### src/hdl/imucf_pkg.sv
package imucf_pkg;

    // iteration counts
    localparam int CORDIC_STEPS = 16;
    localparam int SQRT_STEPS   = 32;

    // datapath widths
    localparam int IN_W    = 16;
    localparam int EST_W   = 32;
    localparam int GAIN_W  = 32;
    localparam int MA_W    = 35;
    localparam int MB_W    = 17;
    localparam int PROD_W  = MA_W + MB_W;
    localparam int INC_W   = 33;
    localparam int XY_W    = 36;
    localparam int Z_W     = 26;
    localparam int CNT_W   = 5;
    localparam int OP_W    = 3;

    // configuration register indexes
    localparam int CFG_IDX_W = 2;
    localparam logic [CFG_IDX_W-1:0] REG_BLEND_WEIGHT   = 2'd0;
    localparam logic [CFG_IDX_W-1:0] REG_GYRO_STEP_GAIN = 2'd1;

    localparam logic [15:0]       BLEND_WEIGHT_RST = 16'd32113;
    localparam logic [GAIN_W-1:0] GYRO_GAIN_RST    = 32'd327860;
    localparam logic [15:0]       ONE_Q15          = 16'd32768;

    // plus and minus ninety degrees in Q10.16
    localparam logic signed [Z_W-1:0] DEG90     = Z_W'(90 * 65536);
    localparam logic signed [Z_W-1:0] DEG90_NEG = -Z_W'(90 * 65536);

    // rounded atan(2^-i) in degrees, Q10.16
    function automatic logic signed [Z_W-1:0] atan_q16(input logic [CNT_W-1:0] i);
        logic signed [Z_W-1:0] v;
        begin
            case (i)
                5'd0:    v = Z_W'(2949120);
                5'd1:    v = Z_W'(1740967);
                5'd2:    v = Z_W'(919879);
                5'd3:    v = Z_W'(466945);
                5'd4:    v = Z_W'(234379);
                5'd5:    v = Z_W'(117304);
                5'd6:    v = Z_W'(58666);
                5'd7:    v = Z_W'(29335);
                5'd8:    v = Z_W'(14668);
                5'd9:    v = Z_W'(7334);
                5'd10:   v = Z_W'(3667);
                5'd11:   v = Z_W'(1833);
                5'd12:   v = Z_W'(917);
                5'd13:   v = Z_W'(458);
                5'd14:   v = Z_W'(229);
                5'd15:   v = Z_W'(115);
                5'd16:   v = Z_W'(57);
                5'd17:   v = Z_W'(29);
                5'd18:   v = Z_W'(14);
                5'd19:   v = Z_W'(7);
                5'd20:   v = Z_W'(4);
                5'd21:   v = Z_W'(2);
                5'd22:   v = Z_W'(1);
                default: v = '0;
            endcase
            return v;
        end
    endfunction

    // clamp to the signed 32-bit range
    function automatic logic signed [EST_W-1:0] sat32(input logic signed [PROD_W-1:0] v);
        logic signed [PROD_W-1:0] hi;
        logic signed [PROD_W-1:0] lo;
        begin
            hi = PROD_W'(32'sh7fffffff);
            lo = -PROD_W'(33'sh080000000);
            if (v > hi) begin
                return 32'sh7fffffff;
            end else if (v < lo) begin
                return 32'sh80000000;
            end
            return v[EST_W-1:0];
        end
    endfunction

endpackage

### src/hdl/imu_complementary_attitude_filter.sv
// Complementary attitude filter for a six-axis IMU.
// Input channel (s_valid/s_ready) takes one sample word: three raw accelerometer
// axes and three raw gyro rates, 16-bit two's complement each.
// Result channel (m_valid/m_ready) gives roll, pitch and yaw in signed Q16.16
// degrees, one word per sample, after the state has been updated.
// Configuration channel (cfg_valid/cfg_ready, cfg_index, cfg_data) writes
// blend_weight (index 0, Q1.15) and gyro_step_gain (index 1, Q0.32); it is
// always ready and should only be used while no sample is in work.
// A new sample is taken only after the previous result has been loaded into the
// output register. The work runs through one shared 35x17 multiplier (nine
// products), the 32-step bit-pair square root, and two 16-step CORDIC passes
// through one shift/add unit.
// Reset clears the three estimates to zero, loads the register defaults and
// leaves the output empty. A stalled receiver holds the finished word in the
// output register; the next sample may be accepted meanwhile, but its result
// waits until the previous word has been taken.
module imu_complementary_attitude_filter (
    input  logic                                     aclk,
    input  logic                                     aresetn,
    input  logic                                     cfg_valid,
    output logic                                     cfg_ready,
    input  logic [imucf_pkg::CFG_IDX_W-1:0]          cfg_index,
    input  logic [31:0]                              cfg_data,
    input  logic                                     s_valid,
    output logic                                     s_ready,
    input  logic signed [imucf_pkg::IN_W-1:0]        s_accel_x,
    input  logic signed [imucf_pkg::IN_W-1:0]        s_accel_y,
    input  logic signed [imucf_pkg::IN_W-1:0]        s_accel_z,
    input  logic signed [imucf_pkg::IN_W-1:0]        s_gyro_x,
    input  logic signed [imucf_pkg::IN_W-1:0]        s_gyro_y,
    input  logic signed [imucf_pkg::IN_W-1:0]        s_gyro_z,
    output logic                                     m_valid,
    input  logic                                     m_ready,
    output logic signed [imucf_pkg::EST_W-1:0]       m_roll_deg,
    output logic signed [imucf_pkg::EST_W-1:0]       m_pitch_deg,
    output logic signed [imucf_pkg::EST_W-1:0]       m_yaw_deg
);
    import imucf_pkg::*;

    typedef enum logic [2:0] {
        S_IDLE, S_MUL, S_SQRT, S_CSETUP, S_CITER, S_BLEND, S_OUT
    } state_t;

    state_t                   state_reg;
    logic [CNT_W-1:0]         cnt_reg;
    logic [OP_W-1:0]          op_reg;
    logic                     pass_reg;

    logic [15:0]              blend_weight_reg;
    logic [GAIN_W-1:0]        gain_reg;

    logic signed [IN_W-1:0]   ax_reg, ay_reg, az_reg, gx_reg, gy_reg, gz_reg;

    logic signed [EST_W-1:0]  roll_reg, pitch_reg, yaw_reg;
    logic signed [INC_W-1:0]  inc_r_reg, inc_p_reg, inc_y_reg;
    logic [31:0]              mag_reg;

    logic [63:0]              rad_reg;
    logic [34:0]              rem_reg;
    logic [31:0]              root_reg;

    logic signed [XY_W-1:0]   x_reg, y_reg;
    logic signed [Z_W-1:0]    z_reg;
    logic                     zero_reg;
    logic signed [Z_W-1:0]    roll_ang_reg, pitch_ang_reg;

    logic signed [PROD_W-1:0] prod_reg, acc_reg;

    logic                     m_valid_reg;
    logic signed [EST_W-1:0]  m_roll_reg, m_pitch_reg, m_yaw_reg;

    // shared multiplier operands
    logic signed [MA_W-1:0]   mul_a;
    logic signed [MB_W-1:0]   mul_b;
    logic [15:0]              alpha;
    logic [15:0]              beta;
    logic signed [PROD_W-1:0] prod_rnd;
    logic signed [INC_W-1:0]  inc_val;
    logic signed [PROD_W-1:0] blend_sum;
    logic signed [PROD_W-1:0] blend_shr;
    logic signed [EST_W-1:0]  blend_sat;

    // square-root step
    logic [34:0]              rem_sh;
    logic [34:0]              trial;
    logic                     take;

    // cordic
    logic signed [XY_W-1:0]   cx, cy, xs, ys;
    logic signed [XY_W-1:0]   sx, sy;
    logic signed [Z_W-1:0]    sz;
    logic signed [Z_W-1:0]    ang_step;

    assign alpha = (blend_weight_reg > ONE_Q15) ? ONE_Q15 : blend_weight_reg;
    assign beta  = ONE_Q15 - alpha;

    // operand selection for the shared multiplier
    always_comb begin
        mul_a = '0;
        mul_b = '0;
        if (state_reg == S_MUL) begin
            case (op_reg)
                3'd0: begin
                    mul_a = $signed({3'b000, gain_reg});
                    mul_b = MB_W'(gx_reg);
                end
                3'd1: begin
                    mul_a = $signed({3'b000, gain_reg});
                    mul_b = MB_W'(gy_reg);
                end
                3'd2: begin
                    mul_a = $signed({3'b000, gain_reg});
                    mul_b = MB_W'(gz_reg);
                end
                3'd3: begin
                    mul_a = MA_W'(ay_reg);
                    mul_b = MB_W'(ay_reg);
                end
                3'd4: begin
                    mul_a = MA_W'(az_reg);
                    mul_b = MB_W'(az_reg);
                end
                default: begin
                    mul_a = '0;
                    mul_b = '0;
                end
            endcase
        end else if (state_reg == S_BLEND) begin
            case (op_reg)
                3'd0: begin
                    mul_a = MA_W'(roll_reg) + MA_W'(inc_r_reg);
                    mul_b = $signed({1'b0, alpha});
                end
                3'd1: begin
                    mul_a = MA_W'(roll_ang_reg);
                    mul_b = $signed({1'b0, beta});
                end
                3'd2: begin
                    mul_a = MA_W'(pitch_reg) + MA_W'(inc_p_reg);
                    mul_b = $signed({1'b0, alpha});
                end
                3'd3: begin
                    mul_a = MA_W'(pitch_ang_reg);
                    mul_b = $signed({1'b0, beta});
                end
                default: begin
                    mul_a = '0;
                    mul_b = '0;
                end
            endcase
        end
    end

    // rounding of the registered product
    always_comb begin
        prod_rnd  = prod_reg + PROD_W'(32768);
        inc_val   = prod_rnd[16 +: INC_W];
        blend_sum = acc_reg + prod_reg + PROD_W'(16384);
        blend_shr = blend_sum >>> 15;
        blend_sat = sat32(blend_shr);
    end

    // one bit pair of the square root
    always_comb begin
        rem_sh = {rem_reg[32:0], rad_reg[63:62]};
        trial  = {1'b0, root_reg, 2'b01};
        take   = (rem_sh >= trial);
    end

    // cordic setup with quadrant fold, and one vectoring step
    always_comb begin
        if (!pass_reg) begin
            cy = {{(XY_W-32){ay_reg[IN_W-1]}}, ay_reg, 16'b0};
            cx = {{(XY_W-32){az_reg[IN_W-1]}}, az_reg, 16'b0};
        end else begin
            cy = -{{(XY_W-32){ax_reg[IN_W-1]}}, ax_reg, 16'b0};
            cx = {{(XY_W-32){1'b0}}, root_reg};
        end
        if (cx[XY_W-1]) begin
            if (!cy[XY_W-1]) begin
                sx = cy;
                sy = -cx;
                sz = DEG90;
            end else begin
                sx = -cy;
                sy = cx;
                sz = DEG90_NEG;
            end
        end else begin
            sx = cx;
            sy = cy;
            sz = '0;
        end
        xs       = x_reg >>> cnt_reg;
        ys       = y_reg >>> cnt_reg;
        ang_step = atan_q16(cnt_reg);
    end

    assign s_ready     = (state_reg == S_IDLE);
    assign cfg_ready   = 1'b1;
    assign m_valid     = m_valid_reg;
    assign m_roll_deg  = m_roll_reg;
    assign m_pitch_deg = m_pitch_reg;
    assign m_yaw_deg   = m_yaw_reg;

    // sequencer and datapath registers
    always_ff @(posedge aclk) begin
        prod_reg <= mul_a * mul_b;
        if (!aresetn) begin
            state_reg        <= S_IDLE;
            cnt_reg          <= '0;
            op_reg           <= '0;
            pass_reg         <= 1'b0;
            blend_weight_reg <= BLEND_WEIGHT_RST;
            gain_reg         <= GYRO_GAIN_RST;
            roll_reg         <= '0;
            pitch_reg        <= '0;
            yaw_reg          <= '0;
            m_valid_reg      <= 1'b0;
        end else begin
            // configuration writes
            if (cfg_valid) begin
                if (cfg_index == REG_BLEND_WEIGHT) begin
                    blend_weight_reg <= cfg_data[15:0];
                end else if (cfg_index == REG_GYRO_STEP_GAIN) begin
                    gain_reg <= cfg_data;
                end
            end

            // output word taken, unless a new one is loaded in the same cycle
            if (m_valid_reg && m_ready && (state_reg != S_OUT)) begin
                m_valid_reg <= 1'b0;
            end

            unique case (state_reg)
                S_IDLE: begin
                    if (s_valid) begin
                        ax_reg    <= s_accel_x;
                        ay_reg    <= s_accel_y;
                        az_reg    <= s_accel_z;
                        gx_reg    <= s_gyro_x;
                        gy_reg    <= s_gyro_y;
                        gz_reg    <= s_gyro_z;
                        op_reg    <= '0;
                        state_reg <= S_MUL;
                    end
                end
                // gyro increments and squared magnitude
                S_MUL: begin
                    op_reg <= op_reg + 3'd1;
                    case (op_reg)
                        3'd1: inc_r_reg <= inc_val;
                        3'd2: inc_p_reg <= inc_val;
                        3'd3: inc_y_reg <= inc_val;
                        3'd4: mag_reg   <= prod_reg[31:0];
                        3'd5: begin
                            rad_reg   <= {mag_reg + prod_reg[31:0], 32'b0};
                            rem_reg   <= '0;
                            root_reg  <= '0;
                            cnt_reg   <= '0;
                            state_reg <= S_SQRT;
                        end
                        default: ;
                    endcase
                end
                // horizontal magnitude, two radicand bits a cycle
                S_SQRT: begin
                    rad_reg <= {rad_reg[61:0], 2'b00};
                    if (take) begin
                        rem_reg  <= rem_sh - trial;
                        root_reg <= {root_reg[30:0], 1'b1};
                    end else begin
                        rem_reg  <= rem_sh;
                        root_reg <= {root_reg[30:0], 1'b0};
                    end
                    cnt_reg <= cnt_reg + 5'd1;
                    if (cnt_reg == CNT_W'(SQRT_STEPS - 1)) begin
                        pass_reg  <= 1'b0;
                        state_reg <= S_CSETUP;
                    end
                end
                S_CSETUP: begin
                    x_reg     <= sx;
                    y_reg     <= sy;
                    z_reg     <= sz;
                    zero_reg  <= (cx == '0) && (cy == '0);
                    cnt_reg   <= '0;
                    state_reg <= S_CITER;
                end
                S_CITER: begin
                    if (!y_reg[XY_W-1]) begin
                        x_reg <= x_reg + ys;
                        y_reg <= y_reg - xs;
                        z_reg <= z_reg + ang_step;
                    end else begin
                        x_reg <= x_reg - ys;
                        y_reg <= y_reg + xs;
                        z_reg <= z_reg - ang_step;
                    end
                    cnt_reg <= cnt_reg + 5'd1;
                    if (cnt_reg == CNT_W'(CORDIC_STEPS - 1)) begin
                        if (!pass_reg) begin
                            roll_ang_reg <= zero_reg ? '0 :
                                ((!y_reg[XY_W-1]) ? z_reg + ang_step : z_reg - ang_step);
                            pass_reg     <= 1'b1;
                            state_reg    <= S_CSETUP;
                        end else begin
                            pitch_ang_reg <= zero_reg ? '0 :
                                ((!y_reg[XY_W-1]) ? z_reg + ang_step : z_reg - ang_step);
                            op_reg        <= '0;
                            state_reg     <= S_BLEND;
                        end
                    end
                end
                // weighted blend of gyro path and accel angle; yaw is gyro only
                S_BLEND: begin
                    op_reg <= op_reg + 3'd1;
                    case (op_reg)
                        3'd1: acc_reg <= prod_reg;
                        3'd2: roll_reg <= blend_sat;
                        3'd3: acc_reg <= prod_reg;
                        3'd4: begin
                            pitch_reg <= blend_sat;
                            yaw_reg   <= sat32(PROD_W'(yaw_reg) + PROD_W'(inc_y_reg));
                            state_reg <= S_OUT;
                        end
                        default: ;
                    endcase
                end
                S_OUT: begin
                    if (!m_valid_reg || m_ready) begin
                        m_roll_reg  <= roll_reg;
                        m_pitch_reg <= pitch_reg;
                        m_yaw_reg   <= yaw_reg;
                        m_valid_reg <= 1'b1;
                        state_reg   <= S_IDLE;
                    end
                end
                default: state_reg <= S_IDLE;
            endcase
        end
    end

endmodule
### config.mk
export PLATFORM = sky130hd
export DESIGN_NAME = imu_complementary_attitude_filter
export DESIGN_NICKNAME = d
export VERILOG_FILES = /design/src/hdl/imucf_pkg.sv /design/src/hdl/imu_complementary_attitude_filter.sv
export SDC_FILE = /design/constraint.sdc
export NUM_CORES = 2
export LEC_CHECK = 0
export BUFFER_PORTS_ARGS = -buffer_cell sky130_fd_sc_hd__clkbuf_2
export CORE_ASPECT_RATIO = 0.8
export CORE_MARGIN = 5
export CORE_UTILIZATION = 35
export CTS_CLUSTER_DIAMETER = 100
export DETAILED_ROUTE_END_ITERATION = 12
export MAX_ROUTING_LAYER = met4
export SYNTH_ARGS = -nofsm -noshare
export SYNTH_HDL_FRONTEND = slang
export SYNTH_SLANG_ARGS = --single-unit
### constraint.sdc
create_clock -name aclk -period 10.2 [get_ports aclk]
set_input_delay 0.51 -clock aclk [delete_from_list [all_inputs] [get_ports aclk]]
set_output_delay 0.51 -clock aclk [all_outputs]
set_load 0.03 [all_outputs]
==> impl_results.md <==
* WL/cell at 23.30 µm
* VDD IR max at 0.1506 mV
* DP Cell Count at 10580
* Clock Skews at 0.06260 ns
* Seq/Total Area, Yosys at 0.3142
* Worst Path Max Fanout at 10
* Die ar. at 221500 µm²
* Min Hold Slack at 0.05929 ns
* Reg2Reg Capture Point: prod_reg[51]$_DFF_P_
* Peak Freq at 0.1018 GHz
* Crit-path max cell delay at 0.55 ns
* DR vias/cell at 5.594
* Final Cycle Share at 0.9635
* Initial Util at 0.3512
* Synth Register Bits at 854
* RSZ-0062 raised after global routing: false
* Total power at 11.30 mW
* Final Critical Period at 9.828 ns
* Initial antenna violation count at 27
* Area Growth Syn to Fin at 12.85%
* CTS Buffer Depth at 3
* Cells after synthesis at 7655
* Crit. End Element: register
* Final net count at 9154
* Pwr/cell area at 134.8 nW/µm²
* Fill count at 20630
* Post-synth top flop: edfxtp_1
* Pleak at 35.64 nW
* Post-synth top area share at 0.2519
* Crit path max-delay cell type: fa_1
* Total grt overflow at 0
* WL final at 253500 µm
* Mean Syn Cell Area at 9.701 µm²
* Via count at 60860
* Critical Path Most Common Cell: fa_1
* CTS tree: done
* TritonCTS Buffers at 96
* Root buffer cell: clkbuf_16
* Post-synth EDFFs at 623
* Crit path DAT at 10.44 ns
* Residual DRC at 0
* Crit path from: roll_reg[13]$_SDFFE_PN0P_
* RR Startpoint: roll_reg[13]$_SDFFE_PN0P_
* Worst Setup Start Kind: register
* Final setup viols at 0
* Vias in the first global route at 59930
* Top Ports at 234
* DR iter-0 viols at 7193
* Die X at 525.0 µm
* CP required at 10.81 ns
* TritonCTS sink count at 854
* Largest net degree at the start of global routing at 91
* DP Worst Slack at -0.1234 ns
* Worst setup margin at 0.3723 ns
* Worst-path clk slew at 0.06 ns
* Hold Crit Start: s_gyro_z[5]
* FF-to-FF path depth at 39
* Synthesized cell area at 74260 µm²
* Worst Tran Pin Value at 1.423 ns
* Final antenna-violating net count at 0
* Cell row count at 151
* Reg area at 23350 µm²
* PortBufs at 232
* Die H at 422.0 µm
* Final Wtd Congestion at 0.9951
* Core area at 211400 µm²
* Multi-input gate area at 46950 µm²
* Status: finished, final reports clean
* Max-slew headroom at 0.04566
* 1st-pass router iterations at 6
* Non-Filler Instances at 10880
* Post-synth net total at 8854
* Ys async rst share at 0
* Worst hold path type: input pin to register
* Clk_lat worst skew at 0.75 ns
* Critical Path End: prod_reg[51]$_DFF_P_
* DP HPWL at 199000 µm
* Total GRT Usage at 0.2294
* Leading area contributor after synthesis: edfxtp_1
* Hold Path Stages at 1
* First-pass GRT wire length at 381500 µm
* Synth Warn # at 0
* Flop-to-flop setup slack at 0.37 ns
* Area contributors post-synth: edfxtp_1, fa_1, ha_1
* Max-Cap Viols at 0
* Final count of pins violating max slew at 0
* H-Tree Level Count at 3
* Final Hold Viols at 0
* Type of the worst setup path: register to register
* Post-synth cell types at 101
* Layout cells sized above 1 at 0.1108
## kinds of logic (layout without fill, tap and decap cells)
| kind of cell | count (synthesis) | count (layout) | synth area share |
|---|---|---|---|
| and+or+nand+nor | 2169 | 2169 | 0.1331 |
| xor gates and xnor gates | 463 | 463 | 0.05491 |
| buffers and inverters | 1099 | 1480 | 0.05779 |
| adders and majority gates | 1064 | 1064 | 0.2363 |
| muxes | 239 | 239 | 0.05065 |
| DFF | 854 | 854 | 0.3142 |
| other | 1 | 15 | 0.00005050 |
| AOI/OAI and AO/OA | 1766 | 1766 | 0.1530 |
## synthesized netlist by cell type (15+ instances only)
cell      count
a211oi_1     62
a21boi_0     20
a21o_1      162
a21oi_1     575
a221oi_1     19
a22o_1       26
a22oi_1      44
a31oi_1      90
and2_1       63
and3_1       58
buf_1        30
buf_2        22
clkbuf_1    260
dfxtp_1     231
edfxtp_1    623
fa_1        564
ha_1        500
inv_1       764
mux2_2       31
mux2i_1     105
mux4_2       89
nand2_1     585
nand2b_1    113
nand3_1     152
nand3b_1     15
nand4_1      55
nor2_1      847
nor2b_1      87
nor3_1       66
nor4_1       24
o211ai_1     41
o21a_1       58
o21ai_0     335
o21bai_1     41
o221a_2      65
o22ai_1      29
o31ai_1      31
or2_2        25
or3_1        21
xnor2_1     295
xor2_1      166
## layer usage
metal / GRT usage / vias up / part of all wire
met2: 0.3186 / 2843 / 0.41
met4: 0.08721 / 0 / 0.043
met5: - / - / 0
met3: 0.04702 / 392 / 0.10
li1: - / 27470 / -
met1: 0.3276 / 30160 / 0.44
## layout make-up
| class | count | share of cell area |
|---|---|---|
| multi-input cells | 5702 | 0.5602 |
| flip-flops and latches | 854 | 0.2786 |
| repair buffers | 533 | 0.04440 |
| well taps | 2830 | 0.04225 |
| inverters | 768 | 0.03440 |
| clock buffers | 121 | 0.03188 |
| clock inverters | 58 | 0.007853 |
| diodes | 14 | 0.0004180 |
## worst max-delay path, delay by kind of cell (launching register included)
kind | cells | cell delay, ns
adder cells (fa/ha/maj) | 8 | 3.74
AO/OA/AOI/OAI | 17 | 3.38
AND/OR/NAND/NOR | 5 | 0.85
buffers and inverters | 7 | 0.82
XOR/XNOR | 2 | 0.45
flip-flops | 1 | 0.44
## worst min path at each step
stage / slack [ns] / to
after detailed placement: 0.44 / gain_reg[3]$_SDFFE_PN0P_
after global routing: 0.04 / gz_reg[5]$_DFFE_PP_
after CTS: 0.02 / gain_reg[16]$_SDFFE_PN1P_
after global placement: 0.44 / gain_reg[8]$_SDFFE_PN0P_
final: 0.06 / gz_reg[5]$_DFFE_PP_
after floorplan: 0.41 / acc_reg[49]$_DFFE_PP_
## through the flow
stage / instance area [µm²] / util / setup TNS [ns]
2_1_floorplan: 74260 / - / 0
3_3_place_gp: 79220 / 0.3747 / -0.1325
3_5_place_dp: 79220 / 0.3747 / -0.2977
4_1_cts: 83600 / 0.3954 / 0
5_1_grt: 83800 / 0.3964 / 0
6_report: 83800 / 0.3964 / 0
## report_power, final
part	internal (mW)	switching (mW)	total, mW
Combinational	1.24	2.29	3.53
Clock	2.07	1.60	3.67
Sequential	3.93	0.175	4.10
Total	7.24	4.06	11.3
## repair_timing
| action | CTS | global route |
|---|---|---|
| pin swaps | 0 | 3 |
| endpoints found under the hold margin | 105 | 0 |
| resized for setup | 4 | 35 |
| endpoints found under the setup margin | 3 | 16 |
| buffers inserted | 0 | 5 |
| hold buffers | 105 | 0 |
## placed cells by master (no fill, tap or decap), types with 165 or more instances in the layout
cell type and n:
edfxtp_1 623, ha_1 499, nor2_1 835, dfxtp_1 225, xor2_1 165, buf_4 192, xnor2_1 295, clkbuf_2 231
o21ai_0 329, nand2_1 582, a21oi_1 567, inv_1 764, fa_1 564
(Power assumes the default switching activity.)
